--- src/hw/rtl/pdpl_pkg.sv ---
// Package with the shared types and constants of the press duration PIN lock.
`default_nettype none

package pdpl_pkg;

  // Number of PIN bits compared against the configured code (1 to 7).
  localparam int unsigned PinBits = 4;

  localparam int unsigned PinW     = 8;
  localparam int unsigned TimeW    = 32;
  localparam int unsigned CfgDataW = 32;
  localparam int unsigned CfgIdxW  = 1;

  // Press shorter than or equal to this is ignored as a bounce.
  localparam logic [TimeW-1:0] ShortPressMs   = 32'd20;
  // Press of at least this length enters a one bit.
  localparam logic [TimeW-1:0] LongPressMs    = 32'd500;
  // A correct PIN only releases the secret within this window.
  localparam logic [TimeW-1:0] ReleaseWindowMs = 32'd60000;
  localparam logic [TimeW-1:0] TimeoutReset   = 32'd10000;

  localparam logic [PinW-1:0] PinMask = PinW'((1 << PinBits) - 1);
  localparam logic [PinW-1:0] ShiftEmpty = PinW'(1);

  // Configuration register indexes.
  localparam logic [CfgIdxW-1:0] CfgPinCode   = 1'b0;
  localparam logic [CfgIdxW-1:0] CfgPinTimeout = 1'b1;

  // Operation codes of an input word.
  localparam logic OpSample = 1'b0;
  localparam logic OpArm    = 1'b1;

  typedef struct packed {
    logic             op;
    logic             pressed;
    logic [TimeW-1:0] now_ms;
  } in_word_t;

  typedef struct packed {
    logic release_secret;
    logic erase_secret;
    logic is_armed;
  } out_word_t;

  typedef struct packed {
    logic             armed;
    logic [TimeW-1:0] press_start;
    logic [TimeW-1:0] first_press;
    logic [PinW-1:0]  pin_shift;
  } lock_state_t;

endpackage

`default_nettype wire

--- src/hw/rtl/pdpl_step.sv ---
// Next-state and result logic of the PIN lock for one input word.
`default_nettype none

module pdpl_step (
  input  var pdpl_pkg::lock_state_t           cur_i,
  input  var pdpl_pkg::in_word_t              word_i,
  input  var logic [pdpl_pkg::PinW-1:0]       pin_code_i,
  input  var logic [pdpl_pkg::TimeW-1:0]      pin_timeout_i,
  output pdpl_pkg::lock_state_t               nxt_o,
  output pdpl_pkg::out_word_t                 res_o
);

  logic [pdpl_pkg::TimeW-1:0] dur;
  logic [pdpl_pkg::TimeW-1:0] since_first;
  logic [pdpl_pkg::TimeW-1:0] since_first_nxt;
  logic [pdpl_pkg::PinW-1:0]  shifted;
  logic                       released_now;

  assign dur          = word_i.now_ms - cur_i.press_start;
  assign since_first  = word_i.now_ms - cur_i.first_press;
  assign released_now = (cur_i.press_start == '0);
  assign shifted      = {cur_i.pin_shift[pdpl_pkg::PinW-2:0],
                         (dur >= pdpl_pkg::LongPressMs)};

  always_comb begin
    nxt_o               = cur_i;
    res_o               = '0;
    since_first_nxt     = '0;
    if (word_i.op == pdpl_pkg::OpArm) begin
      nxt_o.armed = 1'b1;
    end else if (!cur_i.armed) begin
      nxt_o.press_start = '0;
      nxt_o.pin_shift   = pdpl_pkg::ShiftEmpty;
    end else begin
      if (word_i.pressed == released_now) begin
        if (!word_i.pressed) begin
          // End of a press: classify it and shift in a bit.
          if (dur > pdpl_pkg::ShortPressMs) begin
            nxt_o.pin_shift = shifted;
            if (shifted > pdpl_pkg::PinMask) begin
              if ((shifted & pdpl_pkg::PinMask) == (pin_code_i & pdpl_pkg::PinMask)) begin
                res_o.release_secret = (since_first <= pdpl_pkg::ReleaseWindowMs);
              end else begin
                nxt_o.armed        = 1'b0;
                res_o.erase_secret = 1'b1;
              end
              nxt_o.first_press = '0;
              nxt_o.pin_shift   = pdpl_pkg::ShiftEmpty;
            end
          end
          nxt_o.press_start = '0;
        end else begin
          nxt_o.press_start = word_i.now_ms;
          if (cur_i.first_press == '0) begin
            nxt_o.first_press = word_i.now_ms;
          end
        end
      end
      // Timeout is judged on the first press after this word's update.
      since_first_nxt = word_i.now_ms - nxt_o.first_press;
      if (nxt_o.first_press != '0 && since_first_nxt > pin_timeout_i) begin
        nxt_o.pin_shift    = pdpl_pkg::ShiftEmpty;
        nxt_o.press_start  = '0;
        nxt_o.first_press  = '0;
        nxt_o.armed        = 1'b0;
        res_o.erase_secret = 1'b1;
      end
    end
    res_o.is_armed = nxt_o.armed;
  end

endmodule

`default_nettype wire

--- src/hw/rtl/press_duration_pin_lock.sv ---
// Top level of the single-button PIN lock with input and result registers.
// A word accepted into the input register passes the step logic into the
// result register, from which out_word_o is driven.
// Throughput: one word per cycle while results are taken, the lock state being updated in one pass.
// While a result waits, the input register takes one more word and then
// holds in_ready_o low until the result register is emptied.
// Reset clears the lock to disarmed with an empty shifter, the PIN code to
// zero and the timeout to 10000 ms.
`default_nettype none

module press_duration_pin_lock (
  input  var logic                              clk_i,
  input  var logic                              rst_ni,
  input  var logic                              in_valid_i,
  output logic                                  in_ready_o,
  input  var pdpl_pkg::in_word_t                in_word_i,
  output logic                                  out_valid_o,
  input  var logic                              out_ready_i,
  output pdpl_pkg::out_word_t                   out_word_o,
  input  var logic                              cfg_we_i,
  input  var logic [pdpl_pkg::CfgIdxW-1:0]      cfg_idx_i,
  input  var logic [pdpl_pkg::CfgDataW-1:0]     cfg_wdata_i
);

  // Configuration registers.
  logic [pdpl_pkg::PinW-1:0]  pin_code_q;
  logic [pdpl_pkg::TimeW-1:0] pin_timeout_q;

  // Input stage: holds the accepted word until the step logic consumes it.
  logic               in_valid_q;
  pdpl_pkg::in_word_t in_word_q;

  // Result stage.
  logic                out_valid_q;
  pdpl_pkg::out_word_t out_word_q;

  // Lock state, updated once per consumed word.
  pdpl_pkg::lock_state_t state_q;
  pdpl_pkg::lock_state_t state_d;
  pdpl_pkg::out_word_t   res;

  logic step_fire;
  logic in_fire;

  // The step fires when a word waits and the result register is free or
  // is being emptied this cycle.
  assign step_fire  = in_valid_q && (!out_valid_q || out_ready_i);
  assign in_ready_o = !in_valid_q || step_fire;
  assign in_fire    = in_valid_i && in_ready_o;

  assign out_valid_o = out_valid_q;
  assign out_word_o  = out_word_q;

  always_ff @(posedge clk_i or negedge rst_ni) begin
    if (!rst_ni) begin
      pin_code_q    <= '0;
      pin_timeout_q <= pdpl_pkg::TimeoutReset;
    end else if (cfg_we_i) begin
      case (cfg_idx_i)
        pdpl_pkg::CfgPinCode:    pin_code_q    <= cfg_wdata_i[pdpl_pkg::PinW-1:0];
        pdpl_pkg::CfgPinTimeout: pin_timeout_q <= cfg_wdata_i[pdpl_pkg::TimeW-1:0];
        default: begin
        end
      endcase
    end
  end

  always_ff @(posedge clk_i or negedge rst_ni) begin
    if (!rst_ni) begin
      in_valid_q <= 1'b0;
    end else if (in_ready_o) begin
      in_valid_q <= in_valid_i;
    end
  end

  always_ff @(posedge clk_i) begin
    if (in_fire) begin
      in_word_q <= in_word_i;
    end
  end

  pdpl_step u_step (
    .cur_i        (state_q),
    .word_i       (in_word_q),
    .pin_code_i   (pin_code_q),
    .pin_timeout_i(pin_timeout_q),
    .nxt_o        (state_d),
    .res_o        (res)
  );

  always_ff @(posedge clk_i or negedge rst_ni) begin
    if (!rst_ni) begin
      state_q.armed       <= 1'b0;
      state_q.press_start <= '0;
      state_q.first_press <= '0;
      state_q.pin_shift   <= pdpl_pkg::ShiftEmpty;
    end else if (step_fire) begin
      state_q <= state_d;
    end
  end

  always_ff @(posedge clk_i or negedge rst_ni) begin
    if (!rst_ni) begin
      out_valid_q <= 1'b0;
    end else if (step_fire) begin
      out_valid_q <= 1'b1;
    end else if (out_ready_i) begin
      out_valid_q <= 1'b0;
    end
  end

  always_ff @(posedge clk_i) begin
    if (step_fire) begin
      out_word_q <= res;
    end
  end

  // A word never both releases and erases the secret.
  assert property (@(posedge clk_i) disable iff (!rst_ni)
    out_valid_q |-> !(out_word_q.release_secret && out_word_q.erase_secret))
    else $error("release and erase in the same word");

  // An erase always leaves the lock disarmed; a release leaves it armed.
  assert property (@(posedge clk_i) disable iff (!rst_ni)
    (out_valid_q && out_word_q.erase_secret) |-> !out_word_q.is_armed)
    else $error("erase left the lock armed");

  assert property (@(posedge clk_i) disable iff (!rst_ni)
    (out_valid_q && out_word_q.release_secret) |-> out_word_q.is_armed)
    else $error("release while disarmed");

  // The reported armed flag tracks the lock state of the last step.
  assert property (@(posedge clk_i) disable iff (!rst_ni)
    out_valid_q |-> (out_word_q.is_armed == state_q.armed))
    else $error("reported armed flag differs from state");

  // The marker bit of the shifter is never lost.
  assert property (@(posedge clk_i) disable iff (!rst_ni)
    state_q.pin_shift != '0)
    else $error("PIN shifter lost its marker bit");

  // A stalled result word holds until taken.
  assert property (@(posedge clk_i) disable iff (!rst_ni)
    (out_valid_q && !out_ready_i) |=> (out_valid_q && $stable(out_word_q)))
    else $error("result word changed while stalled");

endmodule

`default_nettype wire

--- config.mk ---
export PLATFORM = sky130hd
export DESIGN_NAME = press_duration_pin_lock
export DESIGN_NICKNAME = d
export VERILOG_FILES = /design/src/hw/rtl/pdpl_pkg.sv /design/src/hw/rtl/pdpl_step.sv /design/src/hw/rtl/press_duration_pin_lock.sv
export SDC_FILE = /design/constraint.sdc
export NUM_CORES = 1
export LEC_CHECK = 0
export BUFFER_PORTS_ARGS = -buffer_cell sky130_fd_sc_hd__buf_2
export CAP_MARGIN = 15
export CORE_MARGIN = 1
export CORE_UTILIZATION = 25
export CTS_CLUSTER_DIAMETER = 40
export DETAILED_ROUTE_END_ITERATION = 10
export SLEW_MARGIN = 20
export SYNTH_ARGS = -nofsm -noshare
export SYNTH_HDL_FRONTEND = slang
export SYNTH_SLANG_ARGS = --single-unit
--- constraint.sdc ---
create_clock -name clk_i -period 11.5 [get_ports clk_i]
set_input_delay 2.3 -clock clk_i [delete_from_list [all_inputs] [get_ports clk_i]]
set_output_delay 2.3 -clock clk_i [all_outputs]
set_load 0.05 [all_outputs]
# == Word level (Yosys, flattened, before mapping) ==
# Index checks and enable logic that the tools add are counted.
# word_totals
out_inout_bits,5
inputBits,72
elab_cells,77
regBits,147
latch_bits,0
ramBits,0
n_memories,0
mem_bits_ro,0
# classes
n_addsub,3
mul,0
reduce_logical,18
bitwise_logic,7
mux,25
div_mod_pow,0
shift,0
n_lt_le_gt_ge,5
eq_ne,5
# ops
operator,count
73-bit two-way mux,4
32-bit subtractor,3
40-bit two-way mux,2
32-bit zero test,2
32-bit two-way mux,2
64-bit two-way mux,1
"32-bit by 9-bit >= comparator with 1-bit output, second input constant",1
32-bit greater-than comparator,1
"32-bit by 5-bit greater-than comparator with 1-bit output, second input constant",1
"32-bit by 16-bit <= comparator with 1-bit output, second input constant",1
32-bit nonzero test,1
1-bit two-way mux,14
"8-bit by 4-bit greater-than comparator with 1-bit output, second input constant",1
8-bit two-way mux,1
"4-bit by 2-bit inequality test with 1-bit output, second input constant",2
7-bit two-way mux,1
1-bit inverter,7
7-bit OR reduction,1
3-bit AND reduction,2
5-bit AND reduction,1
4-bit equality test,1
"4-bit by 3-bit inequality test with 1-bit output, second input constant",1
2-bit AND reduction,2
1-bit logical AND,3
other kinds (5),7

# == Logic depth before layout (Yosys ltp) ==
# logic_depth
word_depth,16
mapped_depth,46

# == By module ==
# A second synthesis with hierarchy kept.
# unflattened
cells_unflattened,1371
hier_area_um2,12889.9
# modules_own_cells
module,cells_per_inst,instances,area_per_inst_um2
pdpl_step,1085,1,7169.4
press_duration_pin_lock,286,1,5720.5

# == Worst setup path after synthesis ==
# Ideal clock, no wire load.
# synth_timing
path_type,register to register
startpoint,register in_word_q[0] in the netlist's numbering
endpoint,register state_q[28] in the netlist's numbering
arrival_time_ns,9.028
setup_time_ns,0.066
required_time_ns,11.434
slack_ns,2.406
period_less_slack_ns,9.094
path_stages_with_launch,41
cell_sequence,edfxtp_1 inv_1 ha_1 fa_1 nand2b_1 a21oi_1 o22a_2 a2111oi_4 o31ai_2 o21ai_0 xnor2_1 a211oi_2 nand3b_2 and2_4 buf_6 clkbuf_1 or2_2 ha_1 [5 not listed] a21oi_1 a21oi_1 o21bai_1 a2111o_1 nand2_1 xnor2_1 ha_1 a21o_1 a21o_1 a21o_1 a21o_1 a21o_1 a21o_1 a2111oi_0 a21oi_1 o21ai_0 clkbuf_1 a22o_1
# synth_between
elab_chain_len,13
# synth_rtl
item,line,rtl
from (decl),press_duration_pin_lock.sv:31,pdpl_pkg::in_word_t in_word_q;
from (signal assigned),press_duration_pin_lock.sv:78,in_word_q <= in_word_i;
32-bit subtractor,pdpl_step.sv:19,assign dur = word_i.now_ms - cur_i.press_start;
32-bit by 9-bit >= comparator with 1-bit output,pdpl_step.sv:23,(dur >= pdpl_pkg::LongPressMs)};
8-bit by 4-bit greater-than comparator with 1-bit output,pdpl_step.sv:40,if (shifted > pdpl_pkg::PinMask) begin
40-bit two-way mux,pdpl_step.sv:40,
40-bit two-way mux,pdpl_step.sv:38,if (dur > pdpl_pkg::ShortPressMs) begin
64-bit two-way mux,pdpl_step.sv:36,if (!word_i.pressed) begin
73-bit two-way mux,pdpl_step.sv:35,if (word_i.pressed == released_now) begin
73-bit two-way mux,pdpl_step.sv:31,end else if (!cur_i.armed) begin
73-bit two-way mux,pdpl_step.sv:29,if (word_i.op == pdpl_pkg::OpArm) begin
32-bit subtractor,pdpl_step.sv:60,since_first_nxt = word_i.now_ms - nxt_o.first_press;
32-bit greater-than comparator,pdpl_step.sv:61,if (nxt_o.first_press != '0 && since_first_nxt > pin_timeout_i) begin
1-bit logical AND,pdpl_step.sv:61,
73-bit two-way mux *,pdpl_step.sv:61,
to (signal assigned),press_duration_pin_lock.sv:98,state_q <= state_d;
to (decl),press_duration_pin_lock.sv:38,pdpl_pkg::lock_state_t state_q;
# Mark *: on every way between the ends. The rest lies on a longest branch, timed or not. The select of a mux whose other input is x is not followed.
# A chain may end at the register's enable or synchronous reset.

# == Final worst setup path ==
# layout_timing
startpoint,register in_word_q[0] in the netlist's numbering
endpoint,register state_q[42] in the netlist's numbering
# layout_between
elab_chain_len,14
# layout_rtl
item,line
32-bit subtractor,pdpl_step.sv:19
32-bit by 9-bit >= comparator with 1-bit output,pdpl_step.sv:23
8-bit by 4-bit greater-than comparator with 1-bit output,pdpl_step.sv:40
40-bit two-way mux,pdpl_step.sv:40
40-bit two-way mux,pdpl_step.sv:38
64-bit two-way mux,pdpl_step.sv:36
73-bit two-way mux,pdpl_step.sv:35
73-bit two-way mux,pdpl_step.sv:31
73-bit two-way mux,pdpl_step.sv:29
32-bit subtractor,pdpl_step.sv:60
32-bit greater-than comparator,pdpl_step.sv:61
1-bit logical AND *,pdpl_step.sv:61
4-bit by 2-bit inequality test with 1-bit output (no line) / 73-bit two-way mux (equally long branches),n/a
3-bit AND reduction (no line) / 32-bit two-way mux (equally long branches),n/a
# Marks and branches as above.

==> flow_metrics.py <==
metrics = {
    "timing": {
        "fin_skew_ns": 0.0200,
        "clock.fmax_mhz": 95.3,
        "fin_crit_sh": 0.912,
        "hold_viol_final": 0,
        "drv_slew": 0,
        "hold_ws_ns": 0.495,
        "rsz0062_at_grt": "false",
        "slew_headroom": 0.415,
        "max_slew.worst_pin.slew_ns": 0.869,
        "setup_tns_ns": 0,
        "finalSetupViolCount": 0,
        "layout_min_cycle_time_ns": 10.49,
    },
    "logic_synthesis": {
        "syn_area_per_cell_um2": 9.15,
        "synth_flop_cell": "dfrtp_1",
        "synth_cell_types": 86,
        "synth.net_count": 1478,
        "synthTopCellsByArea": "dfrtp_1 (22%), ha_1 (13%), edfxtp_1 (9.5%), a21oi_1 (4.5%), a22o_1 (4.0%)",
        "netlist_area_um2": 11700,
        "synth_edf_count": 37,
        "ys_seq_area_frac": 0.331,
        "ys_ff_latch": 147,
        "synth_top_area_share": 0.223,
        "synthCells": 1278,
        "synth_area_leader_cell": "dfrtp_1",
        "async_reset_ff_frac": 0.748,
        "yosys_warnings": 0,
    },
    "cts": {
        "ctsHoldBuffers": 0,
        "cts_buffer_depth": 2,
        "path_clk_slew_ns": 0.07,
        "cts_tree": "yes",
        "cts_setup_buffers": 0,
        "clkLatencyLatePin_ns": 0.46,
        "cts-resized-gates": 0,
        "numCtsBuffers": 17,
        "htreeDepth": 4,
        "clock-root-buffer": "clkbuf_16",
        "clock_sinks": 147,
    },
    "job": {
        "cap_violations": 0,
    },
    "floorplan": {
        "die_area_um2": 47600,
        "fp.dieW_um": 218,
        "ios": 77,
        "core_area_um2": 45800,
        "start_util": 0.255,
        "die_height_um": 218,
        "core.rowCount": 78,
    },
    "critical_path": {
        "ff2ff_setup_slack_ns": 1.01,
        "path_common_cell": "a21o_1",
        "cp-end-kind": "flop",
        "crit_path_start_kind": "flop",
        "crit_type": "flop to flop",
        "worstReg2RegEnd": "state_q[42]",
        "cp-startpoint": "in_word_q[0]",
        "slowest_delay_ns": 0.53,
        "reg2reg_from": "in_word_q[0]",
        "arrival_ns": 10.87,
        "cpMaxStageDelayCell": "o31ai_2",
        "cp.required_ns": 11.88,
        "rr_worst_depth": 39,
        "path_max_fanout": 32,
        "crit_end": "state_q[42]",
    },
    "power_and_ir_drop": {
        "intPower_mw": 1.77,
        "ir_worst_vdd_mv": 0.127,
        "leakagePower_nw": 5.60,
        "p_sw_frac": 0.462,
        "switchingPower_mw": 1.52,
        "seqPwrFrac": 0.230,
        "finalPower_mw": 3.29,
        "p_per_area_nw_per_um2": 247,
        "clockPowerShare": 0.176,
        "p_comb_frac": 0.594,
    },
    "global_routing": {
        "gr-total-overflow": 0,
        "grt_pass1_wl_um": 55400,
        "antenna_found_initial": 0,
        "grt_usage": 0.150,
        "grt_pass1_vias": 9928,
        "grt_max_degree": 57,
    },
    "layout": {
        "diodes": 0,
        "n_fill_cell": 4851,
        "layout-drive-gt1-share": 0.157,
        "final_cell_mix": "ha_1 (126), inv_1 (121), a21oi_1 (106)",
        "final_common_cell": "ha_1",
        "final_util": 0.291,
        "area_delta_synth_final_pct": 13.9,
        "nNetsFinal": 1548,
    },
    "route": {
        "wire_per_inst_um": 18.2,
        "ant_nets": 0,
        "drt-total-wl_um": 35600,
        "drt_iter0_drc": 707,
        "num_vias": 10090,
        "dr.pass1.iters": 5,
        "viasPerCell": 5.15,
        "drc": 0,
    },
    "placed_design": {
        "post-dp-hpwl_um": 26900,
        "globalplace.congestion": 0.891,
        "port-buffer-count": 76,
    },
    "outcome": {
        "status": "finished clean",
    },
    "hold_path": {
        "hp-class": "flop to flop",
    },
}
[through the flow]
step,worst slack [ns],instance area [um^2],cells
after detailed placement,1.24,12700,1929
after global routing,0.338,13300,1961
final,1.01,13300,1961
after CTS,1.14,13300,1961
after floorplan,2.41,11700,1278
after global placement,1.35,12700,1929
[state kept, by name, indices dropped and copies added, names as in the netlist]
register / count
state_q: 72
out_valid_o: 1
out_word_o: 3
pin_code_q: 4
in_valid_q: 1
pin_timeout_q: 32
in_word_q: 34
[cell families after synthesis]
| group | count (synthesis) | synth area share |
|---|---|---|
| simple gates | 357 | 0.158 |
| mux | 43 | 0.0406 |
| compound gates | 383 | 0.231 |
| buf+inv | 156 | 0.0540 |
| flops | 147 | 0.331 |
| fa+ha+maj | 128 | 0.138 |
| xor+xnor | 64 | 0.0479 |
[cells in the mapped netlist, drive strengths merged (14+ instances only)]
library cell,number
inv,121
mux2,35
edfxtp,37
a31oi,20
nand3,36
xor2,28
a21o,39
clkbuf,22
nand2b,20
ha,126
xnor2,36
o21ai,46
nor4,25
or2,30
a22o,54
o21a,14
nand2,71
a21oi,107
nand4,24
nor3,28
dfrtp,104
nor2,78
[power by group through the flow]
stage	Combinational [mW]	Clock, mW	Sequential, mW
final	1.95	0.578	0.756
after global placement	1.89	0	0.762
after detailed placement	1.92	0	0.763
after floorplan	1.50	0	0.719
after CTS	1.94	0.593	0.753
after global routing	2.17	0.610	0.768
[critical path, delay by kind of cell, from the launching register on]
kind                     cells  cell delay [ns]
AO/OA/AOI/OAI               22             5.40
XOR/XNOR                     1             0.12
adder cells (fa/ha/maj)      4             1.28
buffers and inverters        1             0.15
flip-flops                   1             0.43
multiplexers                 1             0.27
AND/OR/NAND/NOR             10             2.72
[worst min path at each step]
stage,cells past startpoint,slack [ns],to,startpoint
after floorplan,2,0.45,state_q[17],state_q[17]
after global placement,2,0.46,state_q[17],state_q[17]
after detailed placement,2,0.47,state_q[17],state_q[17]
after CTS,1,0.50,out_valid_o,in_valid_q
after global routing,1,0.52,out_valid_o,in_valid_q
final,1,0.49,out_valid_o,in_valid_q
[final cells by class]
| cell class | count | area [um^2] | share of cell area |
|---|---|---|---|
| clock buffers | 18 | 429 | 0.0322 |
| clock inverters | 14 | 155 | 0.0116 |
| inverters | 121 | 454 | 0.0341 |
| multi-input cells | 975 | 7200 | 0.541 |
| flip-flops and latches | 147 | 3870 | 0.291 |
| well taps | 600 | 751 | 0.0564 |
| repair buffers | 86 | 458 | 0.0344 |
[layer usage]
| metal | routed length (um) | vias to the layer above | part of all wire | global-route usage |
|---|---|---|---|---|
| met5 | 0 | - | 0 | 0 |
| met4 | 818 | 0 | 0.023 | 0.0487 |
| met1 | 16400 | 4885 | 0.46 | 0.202 |
| li1 | - | 4864 | - | - |
| met2 | 16600 | 291 | 0.47 | 0.243 |
| met3 | 1810 | 50 | 0.051 | 0.0266 |
No activity file was read; power rests on OpenSTA's default activity.
